File: src/sv/fuel_injection_event_scheduler_assert.svh
// ----------------------------------------------------------------------------
// Fuel injection event scheduler: assertion macros
// Concurrent checks on clk, disabled while rst_n is low.
// ----------------------------------------------------------------------------
`ifndef FUEL_INJECTION_EVENT_SCHEDULER_ASSERT_SVH
`define FUEL_INJECTION_EVENT_SCHEDULER_ASSERT_SVH
`ifndef NO_ASSERTIONS
`define FIES_ASSERT_NEVER(label, cond, msg) \
    label: assert property (@(posedge clk) disable iff (!rst_n) !(cond)) else $error(msg);
`define FIES_ASSERT_NEXT(label, pre, post, msg) \
    label: assert property (@(posedge clk) disable iff (!rst_n) (pre) |=> (post)) \
        else $error(msg);
`else
`define FIES_ASSERT_NEVER(label, cond, msg)
`define FIES_ASSERT_NEXT(label, pre, post, msg)
`endif
`endif

File: src/sv/fies_pkg.sv
// ----------------------------------------------------------------------------
// Fuel injection event scheduler: package
// Shared constants, codes and the sequencer state type.
// ----------------------------------------------------------------------------
`timescale 1ns / 1ps
`default_nettype none

package fies_pkg;

    // defaults for the top level parameters
    localparam int TICK_WIDTH_DEF        = 32;
    localparam int MAX_ADVANCE_STEPS_DEF = 16;

    // fixed field widths
    localparam int TPS_W  = 30;
    localparam int RATE_W = 28;
    localparam int QUOT_W = 32;
    localparam int DIVC_W = $clog2(QUOT_W);

    // function codes
    localparam logic [1:0] FN_SCHED = 2'd0;
    localparam logic [1:0] FN_OPEN  = 2'd1;
    localparam logic [1:0] FN_CLOSE = 2'd2;

    // register indexes
    localparam logic [1:0] CFG_TPS    = 2'd0;
    localparam logic [1:0] CFG_TDC    = 2'd1;
    localparam logic [1:0] CFG_ANCHOR = 2'd2;

    // anchor codes
    localparam logic [1:0] ANCH_START = 2'd0;
    localparam logic [1:0] ANCH_MID   = 2'd1;

    localparam logic [TPS_W-1:0] TPS_RESET = 30'd1000000;

    // engine cycle in degrees and in Q13.6
    localparam logic [9:0]  DEG720   = 10'd720;
    localparam logic [9:0]  DEG360   = 10'd360;
    localparam logic [18:0] CYC720_Q6 = 19'd46080;
    localparam logic [18:0] CYC360_Q6 = 19'd23040;

    typedef enum logic [3:0] {
        S_IDLE,
        S_EVT,
        S_PULSE,
        S_UNSYNC,
        S_DIV_START,
        S_DIV_WAIT,
        S_MODD,
        S_TPC,
        S_ANG,
        S_OPEN,
        S_ADV1,
        S_ADV2,
        S_FIN,
        S_DONE
    } fies_state_t;

endpackage

`default_nettype wire

File: src/sv/fies_div.sv
// ----------------------------------------------------------------------------
// Fuel injection event scheduler: restoring divider
// One quotient bit per cycle from start to done.
// ----------------------------------------------------------------------------
`timescale 1ns / 1ps
`default_nettype none

module fies_div
    import fies_pkg::*;
(
    input  wire logic              clk,
    input  wire logic              rst_n,
    input  wire logic              start,
    input  wire logic [RATE_W-1:0] rem_init,   // upper dividend bits, below divisor
    input  wire logic [QUOT_W-1:0] dividend_lo,
    input  wire logic [RATE_W-1:0] divisor,
    output logic                   done,
    output logic [QUOT_W-1:0]      quotient
);

    logic [RATE_W-1:0] rem_reg;
    logic [QUOT_W-1:0] q_reg;
    logic [DIVC_W-1:0] cnt_reg;
    logic              run_reg;
    logic              done_reg;

    logic [RATE_W:0]   trial;
    logic              fits;

    // trial subtract
    assign trial = {rem_reg, q_reg[QUOT_W-1]};
    assign fits  = trial >= {1'b0, divisor};

    always_ff @(posedge clk or negedge rst_n)
    begin
        if (!rst_n)
        begin
            run_reg  <= 1'b0;
            done_reg <= 1'b0;
            cnt_reg  <= '0;
        end
        else
        begin
            done_reg <= 1'b0;
            if (start)
            begin
                run_reg <= 1'b1;
                cnt_reg <= '0;
            end
            else if (run_reg)
            begin
                cnt_reg <= cnt_reg + 1'b1;
                if (cnt_reg == DIVC_W'(QUOT_W - 1))
                begin
                    run_reg  <= 1'b0;
                    done_reg <= 1'b1;
                end
            end
        end
    end

    // datapath
    always_ff @(posedge clk)
    begin
        if (start)
        begin
            rem_reg <= rem_init;
            q_reg   <= dividend_lo;
        end
        else if (run_reg)
        begin
            rem_reg <= fits ? RATE_W'(trial - {1'b0, divisor}) : trial[RATE_W-1:0];
            q_reg   <= {q_reg[QUOT_W-2:0], fits};
        end
    end

    assign done     = done_reg;
    assign quotient = q_reg;

endmodule

`default_nettype wire

File: src/sv/fuel_injection_event_scheduler.sv
// Event items (open fired, close fired): S_EVT, S_DONE. Unsynced or disabled request:
// S_PULSE, S_UNSYNC, S_DONE. Schedule request: S_PULSE, S_DIV_START, S_DIV_WAIT,
// S_MODD (once per angle-reduction step, up to 9), S_TPC, S_ANG, S_OPEN, S_ADV1 and
// S_ADV2 (up to 2*MAX_ADVANCE_STEPS tick-advance steps), S_FIN, S_DONE; S_DIV_WAIT is
// skipped when ticks per degree saturates. Output stalls hold S_DONE; one item at a time.
// Reset (rst_n low, asynchronous) clears all injector state, registers to defaults.
// ----------------------------------------------------------------------------
// Fuel injection event scheduler: top level
// Turns crank-angle schedule requests into injector open and close ticks
// using one shared multiplier and a divider under a small sequencer.
// ----------------------------------------------------------------------------
`timescale 1ns / 1ps
`default_nettype none
`include "fuel_injection_event_scheduler_assert.svh"

module fuel_injection_event_scheduler
    import fies_pkg::*;
#(
    parameter int TICK_WIDTH        = TICK_WIDTH_DEF,
    parameter int MAX_ADVANCE_STEPS = MAX_ADVANCE_STEPS_DEF
)
(
    input  wire logic         clk,
    input  wire logic         rst_n,
    // input stream
    input  wire logic         s_tvalid,
    output logic              s_tready,
    // current_tick, synced, sequential, crank_position, position_rate,
    // calc_tick, enable, pulse_width, inject_angle, fired_tick
    input  wire logic [183:0] s_tdata,
    input  wire logic [1:0]   s_tuser,    // func
    // result stream
    output logic              m_tvalid,
    input  wire logic         m_tready,
    // open_tick, close_tick, injector_open, open_pending, close_pending, pad
    output logic [71:0]       m_tdata,
    // configuration writes
    input  wire logic         cfg_valid,
    output logic              cfg_ready,
    input  wire logic [1:0]   cfg_index,
    input  wire logic [29:0]  cfg_data
);

    localparam int TW    = TICK_WIDTH;
    localparam int CNT_W = $clog2(MAX_ADVANCE_STEPS + 1);

    fies_state_t state_reg, state_next;

    // configuration
    logic [TPS_W-1:0] tps_reg;
    logic [16:0]      tdc_reg;
    logic [1:0]       anchor_reg;

    // captured item
    logic [1:0]        func_reg;
    logic [TW-1:0]     now_reg, calc_reg, fired_reg;
    logic              run_reg, seq_reg;
    logic [RATE_W-1:0] rate_reg;
    logic [23:0]       pw_reg;
    logic signed [18:0] d_reg;

    // injector state
    logic          is_open_reg, open_sched_reg, close_sched_reg;
    logic [TW-1:0] last_open_reg, open_target_reg, close_target_reg;

    // working values
    logic [TW-1:0]     pulse_reg, tpc_reg, ang_reg, open_at_reg, half_reg;
    logic [QUOT_W-1:0] tpd_reg;
    logic [CNT_W-1:0]  cnt_reg;
    logic [TW-1:0]     res_open_reg, res_close_reg;
    logic              m_valid_reg;
    logic [71:0]       m_data_reg;

    // control
    logic        div_start, div_done, tpd_sat, out_free;
    logic [QUOT_W-1:0] div_q;
    logic [31:0] mul_a, mul_b;
    logic [63:0] prod;

    // shared multiplier
    assign prod = {32'd0, mul_a} * {32'd0, mul_b};

    // divider for ticks per degree
    assign tpd_sat = {6'd0, tps_reg[TPS_W-1:8]} >= rate_reg;

    fies_div u_div (
        .clk         (clk),
        .rst_n       (rst_n),
        .start       (div_start),
        .rem_init    ({6'd0, tps_reg[TPS_W-1:8]}),
        .dividend_lo ({tps_reg[7:0], 24'd0}),
        .divisor     (rate_reg),
        .done        (div_done),
        .quotient    (div_q)
    );

    // open tick and reseed test
    logic [TW-1:0]  anc_term, open_at_w, span_w;
    logic [TW+1:0]  tpc3;
    logic [TW-1:0]  diff_a, diff_b, diff_c, diff_d, probe, c_unsync;
    logic           reseed, adv1, adv2, d_neg, d_big;
    logic [18:0]    cyc_q6;

    always_comb
    begin
        case (anchor_reg)
            ANCH_START: anc_term = '0;
            ANCH_MID:   anc_term = pulse_reg >> 1;
            default:    anc_term = pulse_reg;
        endcase
    end

    assign open_at_w = ang_reg + calc_reg - (tpc_reg << 1) - anc_term;
    assign tpc3      = {2'b00, tpc_reg} + {1'b0, tpc_reg, 1'b0};
    assign span_w    = tpc3[TW:1];
    assign diff_a    = (last_open_reg + pulse_reg) - (calc_reg - span_w);
    assign diff_b    = (calc_reg + span_w) - last_open_reg;
    assign reseed    = !open_sched_reg && (last_open_reg == '0 || diff_a[TW-1] || diff_b[TW-1]);

    // advance loops
    assign diff_c = last_open_reg - (now_reg - tpc_reg);
    assign adv1   = (cnt_reg < CNT_W'(MAX_ADVANCE_STEPS)) && diff_c[TW-1];
    assign probe  = is_open_reg ? (open_at_reg + half_reg) : (open_at_reg - half_reg);
    assign diff_d = probe - last_open_reg;
    assign adv2   = (cnt_reg < CNT_W'(MAX_ADVANCE_STEPS)) && diff_d[TW-1];

    // angle reduction
    assign cyc_q6 = seq_reg ? CYC720_Q6 : CYC360_Q6;
    assign d_neg  = d_reg[18];
    assign d_big  = !d_neg && (d_reg >= $signed(cyc_q6));

    assign c_unsync = last_open_reg + pulse_reg;
    assign out_free = !m_valid_reg || m_tready;

    // next state
    always_comb
    begin
        state_next = state_reg;
        case (state_reg)
            S_IDLE:      if (s_tvalid) state_next = (s_tuser != FN_SCHED) ? S_EVT : S_PULSE;
            S_EVT:       state_next = S_DONE;
            S_PULSE:     state_next = run_reg ? S_DIV_START : S_UNSYNC;
            S_UNSYNC:    state_next = S_DONE;
            S_DIV_START: state_next = tpd_sat ? S_MODD : S_DIV_WAIT;
            S_DIV_WAIT:  if (div_done) state_next = S_MODD;
            S_MODD:      if (!d_neg && !d_big) state_next = S_TPC;
            S_TPC:       state_next = S_ANG;
            S_ANG:       state_next = S_OPEN;
            S_OPEN:      state_next = reseed ? S_ADV1 : S_ADV2;
            S_ADV1:      if (!adv1) state_next = S_ADV2;
            S_ADV2:      if (!adv2) state_next = S_FIN;
            S_FIN:       state_next = S_DONE;
            S_DONE:      if (out_free) state_next = S_IDLE;
            default:     state_next = S_IDLE;
        endcase
    end

    // sequencer outputs
    always_comb
    begin
        s_tready  = (state_reg == S_IDLE);
        div_start = (state_reg == S_DIV_START) && !tpd_sat;
        mul_a     = '0;
        mul_b     = '0;
        case (state_reg)
            S_PULSE:
            begin
                mul_a = {8'd0, pw_reg};
                mul_b = {2'd0, tps_reg};
            end
            S_TPC:
            begin
                mul_a = tpd_reg;
                mul_b = {22'd0, seq_reg ? DEG720 : DEG360};
            end
            S_ANG:
            begin
                mul_a = tpd_reg;
                mul_b = {16'd0, d_reg[15:0]};
            end
            default:
            begin
                mul_a = '0;
                mul_b = '0;
            end
        endcase
    end

    // control registers
    always_ff @(posedge clk or negedge rst_n)
    begin
        if (!rst_n)
        begin
            state_reg        <= S_IDLE;
            tps_reg          <= TPS_RESET;
            tdc_reg          <= '0;
            anchor_reg       <= ANCH_START;
            is_open_reg      <= 1'b0;
            open_sched_reg   <= 1'b0;
            close_sched_reg  <= 1'b0;
            last_open_reg    <= '0;
            open_target_reg  <= '0;
            close_target_reg <= '0;
            m_valid_reg      <= 1'b0;
        end
        else
        begin
            state_reg <= state_next;

            // register writes
            if (cfg_valid)
            begin
                case (cfg_index)
                    CFG_TPS:    tps_reg    <= cfg_data;
                    CFG_TDC:    tdc_reg    <= cfg_data[16:0];
                    CFG_ANCHOR: anchor_reg <= cfg_data[1:0];
                    default:    ;
                endcase
            end

            // result beat valid: raised on leaving S_DONE, dropped once taken
            if (state_reg == S_DONE && out_free)
                m_valid_reg <= 1'b1;
            else if (m_valid_reg && m_tready)
                m_valid_reg <= 1'b0;

            case (state_reg)
                S_EVT:
                begin
                    if (func_reg == FN_OPEN)
                    begin
                        if (!is_open_reg)
                            last_open_reg <= (fired_reg == '0) ? TW'(1) : fired_reg;
                        is_open_reg    <= 1'b1;
                        open_sched_reg <= 1'b0;
                    end
                    else if (func_reg == FN_CLOSE)
                    begin
                        is_open_reg     <= 1'b0;
                        close_sched_reg <= 1'b0;
                    end
                end
                S_UNSYNC:
                begin
                    open_sched_reg <= 1'b0;
                    if (!close_sched_reg && is_open_reg)
                    begin
                        close_sched_reg  <= 1'b1;
                        close_target_reg <= c_unsync;
                        last_open_reg    <= '0;
                    end
                end
                S_OPEN:
                    if (reseed)
                        last_open_reg <= open_at_w;
                S_ADV1:
                    if (adv1)
                        last_open_reg <= last_open_reg + tpc_reg;
                S_FIN:
                begin
                    open_sched_reg   <= 1'b1;
                    close_sched_reg  <= 1'b1;
                    open_target_reg  <= is_open_reg ? (open_at_reg + tpc_reg) : open_at_reg;
                    close_target_reg <= is_open_reg ? (last_open_reg + pulse_reg)
                                                    : (open_at_reg + pulse_reg);
                end
                default: ;
            endcase
        end
    end

    // datapath registers
    always_ff @(posedge clk)
    begin
        case (state_reg)
            S_IDLE:
            begin
                if (s_tvalid)
                begin
                    func_reg  <= s_tuser;
                    now_reg   <= TW'(s_tdata[31:0]);
                    run_reg   <= s_tdata[32] && s_tdata[110];
                    seq_reg   <= s_tdata[33];
                    rate_reg  <= (s_tdata[77:50] == '0) ? RATE_W'(1) : s_tdata[77:50];
                    calc_reg  <= TW'(s_tdata[109:78]);
                    pw_reg    <= s_tdata[134:111];
                    fired_reg <= TW'(s_tdata[183:152]);
                    d_reg     <= {{2{tdc_reg[16]}}, tdc_reg}
                               - {{2{s_tdata[151]}}, s_tdata[151:135]}
                               - {3'd0, s_tdata[49:34]};
                end
            end
            S_PULSE:     pulse_reg <= TW'(prod >> 24);
            S_DIV_START: if (tpd_sat) tpd_reg <= '1;
            S_DIV_WAIT:  if (div_done) tpd_reg <= div_q;
            S_MODD:
            begin
                if (d_neg)
                    d_reg <= d_reg + $signed(cyc_q6);
                else if (d_big)
                    d_reg <= d_reg - $signed(cyc_q6);
            end
            S_TPC:       tpc_reg <= TW'(prod >> 16);
            S_ANG:       ang_reg <= TW'(prod >> 22);
            S_OPEN:
            begin
                open_at_reg <= open_at_w;
                half_reg    <= tpc_reg >> 1;
                cnt_reg     <= '0;
            end
            S_ADV1:
            begin
                if (adv1)
                    cnt_reg <= cnt_reg + 1'b1;
                else
                    cnt_reg <= '0;
            end
            S_ADV2:
            begin
                if (adv2)
                begin
                    open_at_reg <= open_at_reg + tpc_reg;
                    cnt_reg     <= cnt_reg + 1'b1;
                end
            end
            S_EVT:
            begin
                res_open_reg  <= ((func_reg != FN_OPEN) && open_sched_reg) ? open_target_reg : '0;
                res_close_reg <= ((func_reg != FN_CLOSE) && close_sched_reg)
                                 ? close_target_reg : '0;
            end
            S_UNSYNC:
            begin
                res_open_reg  <= '0;
                res_close_reg <= (!close_sched_reg && is_open_reg) ? c_unsync : '0;
            end
            S_FIN:
            begin
                res_open_reg  <= is_open_reg ? (open_at_reg + tpc_reg) : open_at_reg;
                res_close_reg <= is_open_reg ? (last_open_reg + pulse_reg)
                                             : (open_at_reg + pulse_reg);
            end
            S_DONE:
                if (out_free)
                    m_data_reg <= {5'd0, close_sched_reg, open_sched_reg, is_open_reg,
                                   32'(res_close_reg), 32'(res_open_reg)};
            default: ;
        endcase
    end

    assign m_tvalid  = m_valid_reg;
    assign m_tdata   = m_data_reg;
    assign cfg_ready = 1'b1;

    // checks
    `FIES_ASSERT_NEVER(a_cnt_bound, (state_reg == S_ADV1 || state_reg == S_ADV2) &&
                       cnt_reg > CNT_W'(MAX_ADVANCE_STEPS), "advance count overrun")
    `FIES_ASSERT_NEXT(a_one_item, s_tvalid && s_tready, !s_tready, "second item taken while busy")
    `FIES_ASSERT_NEXT(a_fin_pending, state_reg == S_FIN, open_sched_reg && close_sched_reg,
                      "schedule left events unset")

endmodule

`default_nettype wire
File: config.mk
export PLATFORM = sky130hd
export DESIGN_NAME = fuel_injection_event_scheduler
export DESIGN_NICKNAME = d
export VERILOG_FILES = /design/src/sv/fies_pkg.sv /design/src/sv/fies_div.sv /design/src/sv/fuel_injection_event_scheduler.sv
export VERILOG_INCLUDE_DIRS = /design/src /design/src/sv
export SDC_FILE = /design/constraint.sdc
export NUM_CORES = 2
export LEC_CHECK = 0
export CAP_MARGIN = 0
export CORE_MARGIN = 8
export CORE_UTILIZATION = 53
export CTS_CLUSTER_SIZE = 25
export DETAILED_ROUTE_END_ITERATION = 12
export DONT_BUFFER_PORTS = 1
export GPL_TIMING_DRIVEN = 0
export PLACE_DENSITY = 0.68
export SETUP_SLACK_MARGIN = 0.05
export SLEW_MARGIN = 0
export SYNTH_ARGS = -nofsm -noshare
export SYNTH_HDL_FRONTEND = slang
export SYNTH_SLANG_ARGS = --single-unit
File: constraint.sdc
create_clock -name clk -period 13.7 [get_ports clk]
set_input_delay 1.37 -clock clk [delete_from_list [all_inputs] [get_ports clk]]
set_output_delay 1.37 -clock clk [all_outputs]
set_load 0.05 [all_outputs]
### Word level (Yosys, flattened, before mapping)

Index checks and enable logic that the tools add are counted.

| storage, ports and cells | value |
|---|---|
| memory bits (writable) | 0 |
| bits in latches | 0 |
| memories | 0 |
| ROM bits | 0 |
| bits of input ports | 223 |
| register bits after elaboration | 718 |

| operators by class | value |
|---|---|
| $add $sub $neg | 24 |
| shifts and indexed selects | 0 |
| $lt $le $gt $ge | 4 |
| mux-type cells | 67 |
| multiply operators | 1 |
| bitwise gates (word level) | 0 |
| equal/unequal tests | 37 |
| reductions and logical operators | 56 |
| divide/modulo/power cells | 0 |

Operators with widths:

| kind | number |
|---|---|
| two-way mux 32 bit | 18 |
| case mux 32 bit (2 select lines) | 5 |
| subtractor 32 bit | 8 |
| adder 32 bit | 6 |
| case mux 32 bit (3 select lines) | 2 |
| case mux 32 bit (4 select lines) | 1 |
| case mux 30 bit (3 select lines) | 1 |
| zero test 32 bit | 2 |
| two-way mux 19 bit | 3 |
| multiplier 32 x 32 -> 56 bit | 1 |
| case mux 4 bit (12 select lines) | 1 |
| two-way mux 22 bit | 2 |
| case mux 19 bit (2 select lines) | 1 |
| adder 32 x 33 -> 33 bit | 1 |
| adder 32 x 31 -> 32 bit | 1 |
| subtractor 32 x 31 -> 32 bit | 1 |
| inequality test 2 bit, second input constant | 15 |
| greater-or-equal comparator 29 x 28 -> 1 bit | 1 |
| greater-or-equal comparator 22 x 28 -> 1 bit | 1 |
| zero test 28 bit | 1 |
| two-way mux 28 bit | 1 |
| subtractor 28 bit | 1 |
| equality test 4 bit, second input constant | 6 |
| two-way mux 4 bit | 6 |
| 37 further kinds | 103 |

### Depth between registers and ports, before layout

| logic depth | value |
|---|---|
| depth in word-level cells | 8 |
| depth in mapped cells | 38 |
| gate-level depth less buffers | 34 |

### Modules after synthesis

From an unflattened synthesis, not the netlist that was laid out.

| second synthesis, totals | value |
|---|---|
| cell total of the unflattened synthesis | 7730 |
| area, all modules | 76806.2 µm² |

Modules (own cells, without submodules):

| module | instances | seq. area each (µm²) | area each (µm²) | cells each |
|---|---|---|---|---|
| fuel_injection_event_scheduler | 1 | 18791.8 | 72190.5 | 7280 |
| fies_div | 1 | 1976.9 | 4615.7 | 450 |

### Least setup slack after synthesis

No wires, ideal clock.

| path | value |
|---|---|
| path kind | flip-flop to flip-flop |
| start | register state_reg[3] |
| end | register ang_reg[28], data pin |
| data required time | 13432 ps |
| stages on the path, launching flop included | 34 |
| setup time | 268 ps |
| arrival | 9594 ps |
| path slack | 3839 ps |
| clock period less this slack | 9861 ps |
| path buffers | 4 |
| path through | dfrtp_1 > buf_2 > or2_1 > clkbuf_1 > nor2_1 > clkbuf_1 > buf_1 > a22o_1 > nand2_1 > fa_1 > inv_1 > fa_1 > inv_1 > fa_1 > inv_1 > fa_1 > fa_1 > fa_1 > fa_1 > inv_1 > fa_1 > inv_1 > ha_1 > a21o_1 > a21o_1 > a21oi_1 > o2111ai_1 > a211o_1 > a41o_1 > a21o_1 > a21o_1 > a21o_1 > a311oi_1 > xnor2_1 |

| between the ends | value |
|---|---|
| cells in the longest elaborated chain, start to end | 4 |
| elaborated cells on any way between the ends | 7 |

RTL lines:

| element | line | text |
|---|---|---|
| start, declared | fuel_injection_event_scheduler.sv:47 | `fies_state_t state_reg, state_next;` |
| start signal, assigned | fuel_injection_event_scheduler.sv:208 | `state_reg <= state_next;` |
| equality test 4 bit or equality test 4 x 3 -> 1 bit (tied branches) | fuel_injection_event_scheduler.sv:165 | `case (state_reg)` |
| OR reduction 2 bit (no source line) | -- |  |
| case mux 32 bit (2 select lines) | fuel_injection_event_scheduler.sv:165 |  |
| multiplier 32 x 32 -> 56 bit * | fuel_injection_event_scheduler.sv:81 | `assign prod = {32'd0, mul_a} * {32'd0, mul_b};` |
| net prod[50] | fuel_injection_event_scheduler.sv:78 | `logic [63:0] prod;` |
| end signal, assigned | fuel_injection_event_scheduler.sv:304 | `S_ANG: ang_reg <= TW'(prod >> 22);` |
| end, declared | fuel_injection_event_scheduler.sv:67 | `logic [TW-1:0] pulse_reg, tpc_reg, ang_reg, open_at_reg, half_reg;` |

Mark *: on every way through the listed nets, which the timed path passes. The rest lies on a longest branch.
A chain may end at the register's enable or synchronous reset.

### Final worst setup path

| path | value |
|---|---|
| start | register state_reg[3] |
| end | register pulse_reg[26], data pin |

| between the ends | value |
|---|---|
| cells in the longest elaborated chain, start to end | 4 |
| elaborated cells on any way between the ends | 7 |

RTL lines:

| element | line | text |
|---|---|---|
| equality test 4 bit or equality test 4 x 3 -> 1 bit (tied branches) | fuel_injection_event_scheduler.sv:165 |  |
| OR reduction 2 bit (no source line) | -- |  |
| case mux 32 bit (2 select lines) | fuel_injection_event_scheduler.sv:165 |  |
| multiplier 32 x 32 -> 56 bit * | fuel_injection_event_scheduler.sv:81 |  |
| net prod[50] | fuel_injection_event_scheduler.sv:78 |  |
| end signal, assigned | fuel_injection_event_scheduler.sv:293 | `S_PULSE: pulse_reg <= TW'(prod >> 24);` |
| end, declared | fuel_injection_event_scheduler.sv:67 |  |

Marks and branches as above.

==> reports/summary.md <==
For this run, the post-layout net count is 9,909. The tools report the initial cell density of the core as 0.5309. Dividing the synthesized area by the synthesized cell count gives 9.818 µm².

The fill cell instance count of the final layout was 12.77k. For the pin with the worst max-slew slack, the measured transition is 1.566 ns. For the finished layout, the period the worst path requires is 12.40 ns.

The final count of hold timing violations is 0. The most instantiated library cell after synthesis is sky130_fd_sc_hd__inv_1. The biggest fanout along the worst timing path is 10.

Setup violations remaining at the end of the flow were counted as 0. The tools report the largest clock skew in the final design as 0.08878 ns. After detailed routing, the total wire length is 278.3 mm.

The tools report the number of buffers inserted by post-CTS setup repair as 0. The run gives 232.7 mm as the detailed placement HPWL. The worst register-to-register path ends at pulse_reg[26]$_DFFE_PN_.

Fraction of synthesized cell area taken by the top area cell type: 0.2595. The initialized floorplan defines 140 standard-cell rows. The flow ran to the end, but the final reports show violations. Yosys mapped a number of flops with a built-in enable equal to 528. The leakage power figure came out at 37.96 nW.

The design draws 19.04 mW. Number of levels the H-tree was split into: 3. The critical path starts at state_reg[3]$_DFFE_PN0P_. In the final timing run, aggregate negative setup slack is 0 ns. Share of flip-flops with an asynchronous set or reset after synthesis: 0.2228. VDD sags by at most 0.1520 mV. The worst path arrival time came out at 12.85 ns. The final reports fail on capacitance limit, slew limit. After synthesis, the most frequently instantiated cells are sky130_fd_sc_hd__inv_1, sky130_fd_sc_hd__fa_1, sky130_fd_sc_hd__nor2_1, sky130_fd_sc_hd__nand2_1, sky130_fd_sc_hd__ha_1. The tools report the gate count of the mapped netlist as 7,843. Post-CTS repair changed the size of 0 cells. The deepest clock path buffer count was 3; the total via count in the routed design was 60.76k. The logs give 24 for the count of pins over their slew limit and 161 for the pin count of the biggest net entering global routing. The post-route worst hold slack is 0.3533 ns, and the cts-stage hold buffer count is 0. Among all stages on the critical path, the largest delay is contributed by sky130_fd_sc_hd__nor2_1. The post-synthesis cell area was 0.07700 mm². The area growth from synthesis to layout is 7.890%.

For the top-level port count, the log shows 298. The first detailed-routing pass took 6 iterations. The number of global-route vias before repair is 62.35k. Power spread over the standard cell area amounts to 229.2 mW/mm². TritonCTS built the clock tree. Counting the buffers created by CTS gives 83. Setup repair after global routing left no endpoint under its margin. The worst register-to-register path begins at state_reg[3]$_DFFE_PN0P_.

By startpoint and endpoint, the worst setup path is classified as flip-flop to flip-flop. The tools report the number of sinks driven by the clock tree as 718. For the sequential element share of the synthesized area, the log shows 0.2658.

The worst setup path endpoint was pulse_reg[26]$_DFFE_PN_. The end-of-flow core utilization came out at 0.5728. For the number of antenna violations at the first check in global routing, the log shows 12. Cell at the root of the clock tree: sky130_fd_sc_hd__clkbuf_16.

During synthesis, Yosys emitted a total of 0 warnings. The detailed router finished its first iteration with 5,746 violations. The run gives 0.1577 mm² as the area enclosed by the die boundary. By instance count, the cell type seen most on the critical path is sky130_fd_sc_hd__fa_1.

The biggest area contributor in the post-synthesis netlist is sky130_fd_sc_hd__fa_1. From left edge to right edge, the die measures 397.2 µm. The later pin in the worst-skew pair is clocked with a latency of 0.74 ns. The fraction of final layout cells with drive strength greater than 1 is 0.03890, and the post-synthesis register bit count is 718. The ratio of final minimum period to clock period is 0.9051, and the worst slew slack as a fraction of its limit is -0.04373. The detail route stage leaves a number of antenna-violating nets equal to 0. Most frequently used flop master after synthesis: sky130_fd_sc_hd__edfxtp_1. After clock tree synthesis, the clock-pin slew on the worst setup and hold paths is 0.06 ns.

The maximum clock frequency came out at 80.65 MHz. The worst register-to-register path has a depth of 32. In this run, distinct cell masters in the synthesized netlist total 89.

The count of input and output buffers came out at 0. For the worst setup path, the data required time is 14.16 ns. On the worst path, the slowest cell contributes a delay of 0.88 ns. In this run the worst hold path is classified as input port to asynchronous set/reset pin.

For the count of max-cap constraint violations, the log shows 3. The tools report the core outline area as 0.1450 mm². In this run the vertical extent of the chip is 397.2 µm. The register with the most flip-flops in the layout has 67 of them. For this run, design rule violations remaining after detail routing come to 0.

The number of vias per cell after detailed routing was 6.046. In the post-synthesis netlist, the biggest area contributors are sky130_fd_sc_hd__fa_1, sky130_fd_sc_hd__edfxtp_1, sky130_fd_sc_hd__ha_1. Global-route usage over all layers: 0.3491.

The type of destination of the critical path is a flip-flop. The final weighted congestion in routability-driven placement is 1.117, and the global-route congestion overflow total is 0. The first global-routing pass estimated 404.9 mm of wire. The reg-to-reg setup timing slack was 1.30 ns.

The worst setup path is launched from a flip-flop. The routed wire length per instance is 27.70 µm.
cells in the final DEF (no fill, tap or decap), types with 29 or more instances in the layout:
cell type / instances
sky130_fd_sc_hd__inv_1: 1293
sky130_fd_sc_hd__fa_1: 998
sky130_fd_sc_hd__nor2_1: 815
sky130_fd_sc_hd__nand2_1: 662
sky130_fd_sc_hd__ha_1: 635
sky130_fd_sc_hd__edfxtp_1: 528
sky130_fd_sc_hd__a21oi_1: 362
sky130_fd_sc_hd__clkbuf_1: 310
sky130_fd_sc_hd__o21ai_0: 214
sky130_fd_sc_hd__xnor2_1: 209
sky130_fd_sc_hd__a21o_1: 206
sky130_fd_sc_hd__dfrtp_1: 153
sky130_fd_sc_hd__xor2_1: 118
sky130_fd_sc_hd__conb_1: 97
sky130_fd_sc_hd__mux2i_1: 90
sky130_fd_sc_hd__clkbuf_16: 87
sky130_fd_sc_hd__a22oi_1: 73
sky130_fd_sc_hd__nor3_1: 70
sky130_fd_sc_hd__nand3_1: 67
sky130_fd_sc_hd__o21bai_1: 65
sky130_fd_sc_hd__nand2b_1: 63
sky130_fd_sc_hd__mux2_2: 63
sky130_fd_sc_hd__nand4_1: 59
sky130_fd_sc_hd__and3_1: 56
sky130_fd_sc_hd__or3_1: 55
sky130_fd_sc_hd__nor2b_1: 49
sky130_fd_sc_hd__a211oi_1: 39
sky130_fd_sc_hd__nor4_1: 38
sky130_fd_sc_hd__o21a_1: 38
sky130_fd_sc_hd__a22o_1: 36
sky130_fd_sc_hd__a31oi_1: 36
sky130_fd_sc_hd__a221oi_1: 33
sky130_fd_sc_hd__dfxtp_1: 30
sky130_fd_sc_hd__a31o_2: 29
worst max-delay path: cells and delay by family (launching register included):
family / cells / cell delay, ns
flip-flops: 1 / 0.41
AO/OA/AOI/OAI: 11 / 3.33
adder cells (fa/ha/maj): 9 / 4.58
buffers and inverters: 8 / 2.42
XOR/XNOR: 1 / 0.14
AND/OR/NAND/NOR: 3 / 1.28
layout make-up:
type / instances / area [µm²] / area share
Tap cell: 1917 / 2399 / 0.02887
Timing Repair Buffer: 30 / 355.3 / 0.004277
Clock buffer: 108 / 2320 / 0.02792
Clock inverter: 48 / 568.0 / 0.006837
Buffer: 324 / 1260 / 0.01517
Multi-Input combinational cell: 5602 / 50830 / 0.6118
Antenna cell: 8 / 20.02 / 0.0002410
Inverter: 1294 / 4865 / 0.05855
Sequential cell: 718 / 20470 / 0.2464
layer usage:
| layer | routed length, µm | GRT usage |
|---|---|---|
| met1 | 102600 | 0.4215 |
| met4 | 21700 | 0.2178 |
| met3 | 27450 | 0.08742 |
| met5 | 64 | 0 |
| met2 | 126500 | 0.5623 |
cell families after synthesis:
kind of cell,after synthesis,share of synthesized area
other cells,2,0.00009753
flops,718,0.2658
fa+ha+maj,1633,0.3626
simple gates,2038,0.1167
buf+inv,1618,0.07937
compound gates,1354,0.1173
xor+xnor,327,0.03719
mux,153,0.02091
worst min-delay path by stage:
stage | startpoint | to | slack [ns] | cells after the start
3_5_place_dp | res_open_reg[31]$_DFFE_PN_ | m_tdata[31]$_DFFE_PP_ | 0.40 | 0
2_1_floorplan | res_open_reg[0]$_DFFE_PN_ | m_tdata[0]$_DFFE_PP_ | 0.40 | 0
6_report | rst_n | u_div.cnt_reg[0]$_DFFE_PN0P_ | 0.35 | 0
4_1_cts | rst_n | u_div.cnt_reg[0]$_DFFE_PN0P_ | 0.31 | 0
5_1_grt | rst_n | u_div.cnt_reg[0]$_DFFE_PN0P_ | 0.32 | 0
3_3_place_gp | res_open_reg[28]$_DFFE_PN_ | m_tdata[28]$_DFFE_PP_ | 0.40 | 0
metrics by stage:
stage | worst slack [ns] | std cells | instance area, µm²
final | 1.301 | 10049 | 83080
after global routing | 0.9323 | 10042 | 83060
after CTS | 1.676 | 10036 | 83010
after detailed placement | 1.628 | 9880 | 80120
after global placement | 0.1540 | 9855 | 79760
after floorplan | 3.839 | 7938 | 77360
power by group:
part           switching (mW)  leakage, nW  internal [mW]
Combinational            7.96         29.5           4.54
Sequential              0.782         7.04           3.40
Clock                   0.998         1.40           1.35
(Power assumes the default switching activity.)
